===== config.mk =====
export PLATFORM = sky130hd
export DESIGN_NAME = frame_buffer_pool_manager_core
export DESIGN_NICKNAME = d
export VERILOG_FILES = /design/src/rtl/fbpm_pkg.sv /design/src/rtl/fbpm_ram.sv /design/src/rtl/frame_buffer_pool_manager_core.sv
export SDC_FILE = /design/constraint.sdc
export NUM_CORES = 1
export LEC_CHECK = 0
export ABC_CLOCK_PERIOD_IN_PS = 3700
export BUFFER_PORTS_ARGS = -buffer_cell sky130_fd_sc_hd__buf_2
export CORE_ASPECT_RATIO = 0.7
export CORE_UTILIZATION = 40
export DETAILED_ROUTE_END_ITERATION = 10
export PLACE_DENSITY = 0.57
export SETUP_SLACK_MARGIN = 0.15
export SLEW_MARGIN = 20
export SYNTH_ARGS = -nofsm -noshare
export SYNTH_HDL_FRONTEND = slang
export SYNTH_SLANG_ARGS = --single-unit

===== constraint.sdc =====
create_clock -name clk -period 3.7 [get_ports clk]
set_input_delay 0.185 -clock clk [delete_from_list [all_inputs] [get_ports clk]]
set_output_delay 0.185 -clock clk [all_outputs]
set_load 0.05 [all_outputs]

===== src/rtl/fbpm_pkg.sv =====
package fbpm_pkg;

	typedef logic [1:0] op_t;
	typedef logic [2:0] idx_t;
	typedef logic [3:0] cnt_t;

	localparam op_t OP_GET   = 2'd0;
	localparam op_t OP_PUT   = 2'd1;
	localparam op_t OP_STORE = 2'd2;
	localparam op_t OP_LOAD  = 2'd3;

	localparam cnt_t FRAMES_RESET = 4'd8;

endpackage


===== src/rtl/fbpm_ram.sv =====
module fbpm_ram #(
	parameter int DEPTH = 8,
	parameter int WIDTH = 3
) (
	input  logic                     clk,
	input  logic                     we,
	input  logic [$clog2(DEPTH)-1:0] waddr,
	input  logic [WIDTH-1:0]         wdata,
	input  logic                     re,
	input  logic [$clog2(DEPTH)-1:0] raddr,
	output logic [WIDTH-1:0]         rdata
);

	logic [WIDTH-1:0] mem [DEPTH];

	always_ff @(posedge clk) begin
		if (we) begin
			mem[waddr] <= wdata;
		end
	end

	always_ff @(posedge clk) begin
		if (re) begin
			rdata <= mem[raddr];
		end
	end

endmodule


===== src/rtl/frame_buffer_pool_manager_core.sv =====
// Frame buffer pool manager. Free buffer indices live on a LIFO stack and
// filled frames on a FIFO ready queue, each held in a single-port-read RAM
// with a registered read port. Operations: get (pop free stack, or reclaim
// the oldest ready frame with dropped_oldest set), put, store, and load.
// Every input word yields exactly one result word. The RAM reads are issued
// when a word is accepted; the update stage then does the update, RAM
// write-back and output register load once the output register is free;
// in_ready stays low while a word is in that update stage, so one word is in
// flight at a time. The output register lets the next word enter while a
// result waits for out_ready. Writing cfg_wdata sets the free stack depth
// (clamped to 1..NUM_BUFFERS), refills the free stack with indices 0 upward
// and empties the ready queue; it takes effect at once and needs no clearing
// pass. Write it only while the block is idle.
module frame_buffer_pool_manager_core #(
	parameter int NUM_BUFFERS = 8
) (
	input  logic                 clk,
	input  logic                 arst_n,
	input  logic                 cfg_we,
	input  fbpm_pkg::cnt_t       cfg_wdata,
	input  logic                 in_valid,
	output logic                 in_ready,
	input  fbpm_pkg::op_t        operation,
	input  fbpm_pkg::idx_t       buffer_index,
	output logic                 out_valid,
	input  logic                 out_ready,
	output logic                 buffer_valid,
	output fbpm_pkg::idx_t       result_index,
	output logic                 dropped_oldest,
	output logic                 overflow_error,
	output fbpm_pkg::cnt_t       free_count,
	output fbpm_pkg::cnt_t       ready_count
);
	import fbpm_pkg::*;

	localparam int AW = $clog2(NUM_BUFFERS);
	localparam int DW = $clog2(NUM_BUFFERS + 1);
	localparam int CW = (DW > 4) ? DW : 4;
	localparam logic [DW-1:0] FULL = DW'(NUM_BUFFERS);
	localparam int RST_N = (NUM_BUFFERS < 8) ? NUM_BUFFERS : 8;
	localparam logic [DW-1:0] RST_DEPTH = DW'(RST_N);

	// pool state
	logic [DW-1:0] free_depth_q, low_mark_q, ready_depth_q;
	logic [AW-1:0] head_q, tail_q;

	// update stage
	logic          busy_s1;
	op_t           op_s1;
	idx_t          idx_s1;
	logic          fwd_s1;
	idx_t          pos_s1;

	// output register
	logic          out_valid_q, buffer_valid_q, dropped_q, ovf_q;
	idx_t          result_q;
	cnt_t          free_count_q, ready_count_q;

	logic          in_acc, done;
	logic [DW-1:0] pos;
	logic [DW+2:0] pos_x;
	logic [CW-1:0] cfg_x, cfg_n;
	idx_t          free_rdata, ring_rdata;

	logic          free_we, ring_we;
	logic [DW-1:0] free_depth_d, low_mark_d, ready_depth_d;
	logic [AW-1:0] head_d, tail_d;
	logic          valid_d, dropped_d, ovf_d;
	idx_t          result_d;
	logic [CW-1:0] free_cnt_x, ready_cnt_x;

	assign in_ready = !busy_s1;
	assign in_acc   = in_valid && !busy_s1;
	assign done     = busy_s1 && (!out_valid_q || out_ready);

	assign pos   = free_depth_q - DW'(1);
	assign pos_x = {3'b000, pos};

	assign cfg_x = CW'(cfg_wdata);
	assign cfg_n = (cfg_x == '0) ? CW'(1) :
		((cfg_x > CW'(NUM_BUFFERS)) ? CW'(NUM_BUFFERS) : cfg_x);

	fbpm_ram #(.DEPTH(NUM_BUFFERS), .WIDTH(3)) u_free_ram (
		.clk   (clk),
		.we    (free_we),
		.waddr (free_depth_q[AW-1:0]),
		.wdata (idx_s1),
		.re    (in_acc),
		.raddr (pos[AW-1:0]),
		.rdata (free_rdata)
	);

	fbpm_ram #(.DEPTH(NUM_BUFFERS), .WIDTH(3)) u_ring_ram (
		.clk   (clk),
		.we    (ring_we),
		.waddr (tail_q),
		.wdata (idx_s1),
		.re    (in_acc),
		.raddr (head_q),
		.rdata (ring_rdata)
	);

	always_comb begin
		free_we       = 1'b0;
		ring_we       = 1'b0;
		free_depth_d  = free_depth_q;
		low_mark_d    = low_mark_q;
		ready_depth_d = ready_depth_q;
		head_d        = head_q;
		tail_d        = tail_q;
		valid_d       = 1'b0;
		dropped_d     = 1'b0;
		ovf_d         = 1'b0;
		result_d      = '0;
		unique case (op_s1)
			OP_GET: begin
				if (free_depth_q != '0) begin
					free_depth_d = pos;
					valid_d      = 1'b1;
					result_d     = fwd_s1 ? pos_s1 : free_rdata;
					if (pos < low_mark_q) begin
						low_mark_d = pos;
					end
				end else if (ready_depth_q != '0) begin
					valid_d       = 1'b1;
					dropped_d     = 1'b1;
					result_d      = ring_rdata;
					ready_depth_d = ready_depth_q - DW'(1);
					head_d        = (head_q == AW'(NUM_BUFFERS - 1)) ? '0 : head_q + AW'(1);
				end
			end
			OP_PUT: begin
				if (free_depth_q == FULL) begin
					ovf_d = 1'b1;
				end else begin
					free_we      = busy_s1 && done;
					free_depth_d = free_depth_q + DW'(1);
				end
			end
			OP_STORE: begin
				if (ready_depth_q == FULL) begin
					ovf_d = 1'b1;
				end else begin
					ring_we       = busy_s1 && done;
					ready_depth_d = ready_depth_q + DW'(1);
					tail_d        = (tail_q == AW'(NUM_BUFFERS - 1)) ? '0 : tail_q + AW'(1);
				end
			end
			OP_LOAD: begin
				if (ready_depth_q != '0) begin
					valid_d       = 1'b1;
					result_d      = ring_rdata;
					ready_depth_d = ready_depth_q - DW'(1);
					head_d        = (head_q == AW'(NUM_BUFFERS - 1)) ? '0 : head_q + AW'(1);
				end
			end
			default: begin
			end
		endcase
		free_cnt_x  = CW'(free_depth_d);
		ready_cnt_x = CW'(ready_depth_d);
	end

	// low_mark_q: stack slots below it are unwritten since reset or config and read as their slot number
	always_ff @(posedge clk or negedge arst_n) begin
		if (!arst_n) begin
			free_depth_q  <= RST_DEPTH;
			low_mark_q    <= RST_DEPTH;
			ready_depth_q <= '0;
			head_q        <= '0;
			tail_q        <= '0;
		end else if (cfg_we) begin
			free_depth_q  <= DW'(cfg_n);
			low_mark_q    <= DW'(cfg_n);
			ready_depth_q <= '0;
			head_q        <= '0;
			tail_q        <= '0;
		end else if (done) begin
			free_depth_q  <= free_depth_d;
			low_mark_q    <= low_mark_d;
			ready_depth_q <= ready_depth_d;
			head_q        <= head_d;
			tail_q        <= tail_d;
		end
	end

	always_ff @(posedge clk or negedge arst_n) begin
		if (!arst_n) begin
			busy_s1 <= 1'b0;
		end else if (in_acc) begin
			busy_s1 <= 1'b1;
		end else if (done) begin
			busy_s1 <= 1'b0;
		end
	end

	always_ff @(posedge clk) begin
		if (in_acc) begin
			op_s1  <= operation;
			idx_s1 <= buffer_index;
			fwd_s1 <= pos < low_mark_q;
			pos_s1 <= pos_x[2:0];
		end
	end

	always_ff @(posedge clk or negedge arst_n) begin
		if (!arst_n) begin
			out_valid_q <= 1'b0;
		end else if (done) begin
			out_valid_q <= 1'b1;
		end else if (out_ready) begin
			out_valid_q <= 1'b0;
		end
	end

	always_ff @(posedge clk) begin
		if (done) begin
			buffer_valid_q <= valid_d;
			result_q       <= result_d;
			dropped_q      <= dropped_d;
			ovf_q          <= ovf_d;
			free_count_q   <= free_cnt_x[3:0];
			ready_count_q  <= ready_cnt_x[3:0];
		end
	end

	assign out_valid      = out_valid_q;
	assign buffer_valid   = buffer_valid_q;
	assign result_index   = result_q;
	assign dropped_oldest = dropped_q;
	assign overflow_error = ovf_q;
	assign free_count     = free_count_q;
	assign ready_count    = ready_count_q;

endmodule


Yosys cells after proc, flatten, opt, wreduce, memory -nomap -nowiden. Memories as Yosys holds them, arrays and structs flattened. A register that Yosys moved wholly into a read port is not among the register bits. Index checks and enable logic that the tools add are counted.

$lt $le $gt $ge: 2. Reductions and logical operators: 22. Eq/ne operators: 9. $add $sub $neg: 6. Muxes and demuxes: 51. Bitwise logic cells: 1.

Operators with widths (count): 4-bit two-way mux (16); 3-bit two-way mux (13); 1-bit two-way mux (16); 2-bit nonzero test (7); 3-bit one-hot mux with 2 select lines (2); 4-bit one-hot mux with 3 select lines (1); 4-bit by 1-bit adder with 4-bit output, second input constant (2); 4-bit equality test, second input constant (2); 4-bit one-hot mux with 2 select lines (1); 4-bit nonzero test (2); 4-bit by 1-bit subtractor with 4-bit output, second input constant (2); 3-bit by 1-bit adder with 3-bit output, second input constant (2); 3-bit equality test, second input constant (2); 3-bit AND reduction (2); 2-bit equality test, second input constant (2); 4-bit greater-than comparator, second input constant (1); 4-bit zero test (1); 4-bit < comparator (1); 1-bit one-hot mux with 2 select lines (2); 4-bit AND reduction (1); 1-bit logical AND (3); 3-bit inequality test, second input constant (1); 3-bit nonzero test (1); 2-bit by 1-bit equality test with 1-bit output, second input constant (1); 6 further kinds (7).

Output and inout bits: 16. Word-level logic and storage cells: 110. RAM bits: 48. Input bits: 14. Memories kept: 2. Register bits: 43.

Memories: u_free_ram.mem (words 8, bits a word 3, read ports 1, clocked after memory_dff 1, wr ports 1, RTL line fbpm_ram.sv:14) `logic [WIDTH-1:0] mem [DEPTH];`; u_ring_ram.mem (words 8, bits a word 3, read ports 1, clocked after memory_dff 1, wr ports 1, RTL line fbpm_ram.sv:14).

Depth between registers and ports, before layout.
Depth after elaboration: 8. Mapped depth: 10. Depth with buffers taken out: 8.

By module. Synthesis repeated with hierarchy kept, for this count alone.

Cell total of the unflattened synthesis: 344. Area total of the unflattened synthesis: 4714.5 µm².

Modules (own cells, without submodules): frame_buffer_pool_manager_core (instances 1, sequential area each 1193.6 µm², area an instance 2570.0 µm², cells each 244); fbpm_ram (instances 2, sequential area each 810.8 µm², area an instance 1072.3 µm², cells each 50).

Least setup slack after synthesis. OpenSTA, ideal clock, no wires.

Path type: register to register. Start: reg free_depth_q[0]. End: reg low_mark_q[0]. Data required time: 3.575 ns. Stages on the path, launching flop included: 11. Setup time: 0.125 ns. Path slack: 0.653 ns. Data arrival time: 2.922 ns. Buffers on the path: 2. Clock period less this slack: 3.047 ns. Cells stage by stage: dfrtp_1 > buf_1 > inv_1 > ha_1 > clkbuf_1 > inv_1 > ha_1 > a211o_1 > a21oi_1 > a31o_2 > mux2_2.

Cells in the longest elaborated chain, start to end: 6. Elaborated cells on any way between the ends: 11. Classes of those cells: add/sub (1); order compare (1); mux (5); reduce/logical (4).

RTL lines: start: declaration (RTL line frame_buffer_pool_manager_core.sv:44) `logic [DW-1:0] free_depth_q, low_mark_q, ready_depth_q;`; start signal: assignment (RTL line frame_buffer_pool_manager_core.sv:173) `free_depth_q <= DW'(cfg_n);`; start signal: assignment (RTL line frame_buffer_pool_manager_core.sv:179) `free_depth_q <= free_depth_d;`; 4-bit by 1-bit subtractor with 4-bit output (RTL line frame_buffer_pool_manager_core.sv:76) `assign pos = free_depth_q - DW'(1);`; 4-bit two-way mux (RTL line frame_buffer_pool_manager_core.sv:121) `if (pos < low_mark_q) begin`; 4-bit two-way mux (RTL line frame_buffer_pool_manager_core.sv:117) `if (free_depth_q != '0) begin`; 4-bit two-way mux (RTL line frame_buffer_pool_manager_core.sv:115) `unique case (op_s1)`; net low_mark_d[0] (RTL line frame_buffer_pool_manager_core.sv:66) `logic [DW-1:0] free_depth_d, low_mark_d, ready_depth_d;`; 4-bit two-way mux (RTL line frame_buffer_pool_manager_core.sv:178) `end else if (done) begin`; 4-bit two-way mux (RTL line frame_buffer_pool_manager_core.sv:172) `end else if (cfg_we) begin`; end signal: assignment (RTL line frame_buffer_pool_manager_core.sv:174) `low_mark_q <= DW'(cfg_n);`; end signal: assignment (RTL line frame_buffer_pool_manager_core.sv:180) `low_mark_q <= low_mark_d;`; end: declaration (RTL line frame_buffer_pool_manager_core.sv:44).

The timed path passes the listed nets, and every way through them passes these cells. The select of a mux whose other input is x is not followed. A chain may end at the register's enable or synchronous reset.

Worst setup path in the final report.
Start: reg free_depth_q[1]. End: reg low_mark_q[2].

Cells in the longest elaborated chain, start to end: 6. Elaborated cells on any way between the ends: 11. Classes of those cells: add/sub (1); order compare (1); mux (5); reduce/logical (4).

RTL lines: parallel branches: the longest is 6 deep, another holds 4-bit by 1-bit subtractor with 4-bit output.

Several ways; the timed one is not identified. The select of a mux whose other input is x is not followed.

==> reports/results.ini <==
[clocking]
cts-buffers-inserted = 9
cts.repair.resized = 0
clock_latency_ps = 330
h_tree_depth_reported_by_cts = 3
cts_tree = built
cts.clk_slew.worst_paths_ps = 70
cts_root_buffer_type = sky130_fd_sc_hd__clkbuf_16
cts-hold-fix-buffers = 1
tritoncts_num_sinks = 97
cts.repair_timing.setup_buffer_count = 0
clk_path_buf_depth = 2

[synth]
synth_fp_nets = 368
ys_seq_area_frac = 0.628
synth-seq-cells = 97
synth.yosys.warnings = 0
post_synthesis_instance_total = 340
ys.flop_type = sky130_fd_sc_hd__edfxtp_1
synthArstFlopShare = 0.206
post_synth_instance_area_mm2 = 0.00448
synthesized_area_per_cell_um2 = 13.2
synth_edf_count = 77
synthDistinctLibCells = 51

[timing]
final_hold_viol_count = 0
unrepaired_setup_endpoints_after_global_routing = false
timing_worst_slew_pin_value_ps = 581
fin_tns_setup_ps = 0
timing.clock.skew_ps = 4.31
final-max-slew-violation-count = 0
post_layout_min_period_ps = 2740
achievable-frequency_mhz = 365
finalWorstSetupSlack_ps = 961
timing.final.crit_share = 0.740
setup_viol = 0
max-slew-margin-rel = 0.613

[cells_and_area]
footprint_of_the_flip_flops_and_latches_mm2 = 0.00282
fill_cells = 979
final_net_count = 398
post_route_cells_drive_above_1_share = 0.205
antennaDiodeCount = 0
final_cells = 523
multiInputGateArea_mm2 = 0.00154
area_growth_syn_to_layout_pct = 13.3

[floorplan]
placeableCoreArea_mm2 = 0.0106
floorplan.die.width_um = 129
starting_utilization_of_the_core_area = 0.422
pin_count = 30
dieHeight_um = 90.6
fp-row-count = 31
fp.dieArea_mm2 = 0.0116

[global_route]
grt_first_pass_wirelength_mm = 14.7
grt.total_usage = 0.170
antenna_found_initial = 0
grt_pass1_vias = 2739
grt-ovfl-total = 0
largest_net_degree_at_the_start_of_global_routing = 22

[critical_path]
critPathMaxFanout = 12
crit_buf_inv = 2
timing.critical_path.slowest_stage_cell = sky130_fd_sc_hd__dfrtp_1
slowest_delay_ps = 550
critical_path_cell_list = inv_1, ha_1, inv_1, ha_1, a211o_1, a21oi_1, a31o_2, mux2_2
critical_path_required_ps = 3920
worstSetupPathType = reg2reg
critPathCaptureType = flip-flop
arrival_time_of_data_at_the_critical_path_endpoint_ps = 2960
cp_top_family = adder cells
worst_setup_path_start_kind = flip-flop

[power]
peakVddDrop_mv = 0.307
powerDensity_mw_per_mm2 = 731
total_leakage_power_nw = 1.89

[placed_design]
io_buffers = 29
numPlacedInstances = 506
place_ws_ps = 988
place_congestion = 0.852
detailedPlacementHpwl_mm = 6.60

[worst_hold_path]
worst_hold_path_type = in2reg

[routing]
drtAntennaViolNets = 0
detail_route.iter0.violations = 251
vias_per_cell = 5.32
routed_wl_mm = 9.06
drc = 0
route.vias.total = 2782
drtPass1Iterations = 5
avgRoutedWirePerCell_um = 17.3

[outcome]
status = complete, no violations

[flow_run]
drv.max_cap_violation_count = 0

## kinds of logic after synthesis
family / Yosys count / synth area share
compound gates: 58 / 0.0848
buf+inv: 32 / 0.0296
mux: 28 / 0.0988
simple gates: 108 / 0.114
xor+xnor: 3 / 0.00586
flops: 97 / 0.628
fa+ha+maj: 14 / 0.0391
## area by class of cell
class	instances	share of cell area
flip-flops and latches	97	0.554
repair buffers	33	0.0350
inverters	18	0.0133
clock buffers	9	0.0443
multi-input cells	211	0.303
clock inverters	7	0.0140
well taps	148	0.0365
## metal layers
| metal | vias to the layer above | part of all wire | global-route usage |
|---|---|---|---|
| li1 | 1327 | - | - |
| met1 | 1358 | 0.52 | 0.257 |
| met2 | 89 | 0.42 | 0.241 |
| met3 | 8 | 0.050 | 0.0456 |
| met4 | 0 | 0.0071 | 0.0431 |
| met5 | - | 0 | 0 |
## synth_stat cells, types with 3 or more instances
master / number / area, µm²
sky130_fd_sc_hd__a21o_1: 4 / 30.0
sky130_fd_sc_hd__a21oi_1: 14 / 70.1
sky130_fd_sc_hd__a31oi_1: 4 / 25.0
sky130_fd_sc_hd__clkbuf_1: 9 / 33.8
sky130_fd_sc_hd__dfrtp_1: 18 / 450
sky130_fd_sc_hd__edfxtp_1: 77 / 2310
sky130_fd_sc_hd__ha_1: 14 / 175
sky130_fd_sc_hd__inv_1: 17 / 63.8
sky130_fd_sc_hd__mux2_2: 10 / 113
sky130_fd_sc_hd__mux2i_1: 6 / 60.1
sky130_fd_sc_hd__mux4_2: 12 / 270
sky130_fd_sc_hd__nand2_1: 32 / 120
sky130_fd_sc_hd__nand2b_1: 4 / 25.0
sky130_fd_sc_hd__nand3_1: 7 / 35.0
sky130_fd_sc_hd__nor2_1: 35 / 131
sky130_fd_sc_hd__nor2b_1: 5 / 31.3
sky130_fd_sc_hd__nor3_1: 11 / 55.1
sky130_fd_sc_hd__o21a_1: 3 / 22.5
sky130_fd_sc_hd__o21ai_0: 13 / 65.1
sky130_fd_sc_hd__o31ai_1: 5 / 37.5
sky130_fd_sc_hd__xor2_1: 3 / 26.3
## power by group
| part | internal [mW] | switching [mW] |
|---|---|---|
| logic | 0.411 | 0.807 |
| clock network | 0.523 | 0.398 |
| registers | 1.44 | 0.134 |
## placed cells by master, fill, tap and decap left out, drive strengths merged, types with 4 or more instances in the layout
master	instances
mux2i	6
ha	14
inv	18
nor2b	5
a31oi	4
nand2	32
nand2b	4
clkinv	4
nand3	7
edfxtp	77
nor2	36
dfrtp	18
mux2	10
buf	32
mux4	12
o31ai	5
clkbuf	9
o21ai	13
nor3	11
a21o	4
a21oi	15
## registers in the layout, summed over array words and instances (netlist names), 2 cells and up
| signal | count |
|---|---|
| op_s1 | 2 |
| u_ring_ram.mem | 24 |
| pos_s1 | 3 |
| u_free_ram.rdata | 3 |
| u_free_ram.mem | 24 |
| ready_depth_q | 4 |
| tail_q | 3 |
| free_depth_q | 4 |
| result_index | 3 |
| low_mark_q | 4 |
| idx_s1 | 3 |
| ready_count | 4 |
| free_count | 4 |
| head_q | 3 |
| u_ring_ram.rdata | 3 |
## stage by stage
step	utilization	power (mW)	instance area, µm²	hold slack, ps
6_report	0.478	3.71	5080	23.2
3_3_place_gp	0.449	2.79	4770	192
3_5_place_dp	0.449	2.81	4770	193
5_1_grt	0.478	3.90	5080	4.88
4_1_cts	0.478	3.73	5080	11.5
2_1_floorplan	-	2.50	4480	-111
## final timing paths
| kind | slack [ps] | end | startpoint | cells after the start |
|---|---|---|---|---|
| worst max-delay path | 960 | low_mark_q[2] | free_depth_q[1] | 8 |
| worst min-delay path | 20 | idx_s1[0] | buffer_index[0] | 1 |
| worst max register to register | 960 | low_mark_q[2] | free_depth_q[1] | 8 |
| worst min register to register | 510 | low_mark_q[0] | low_mark_q[0] | 1 |
| max in group asynchronous | 2960 | free_depth_q[3] | arst_n | 2 |
| min in group asynchronous | 360 | head_q[2] | arst_n | 2 |
(Power assumes the default switching activity.)
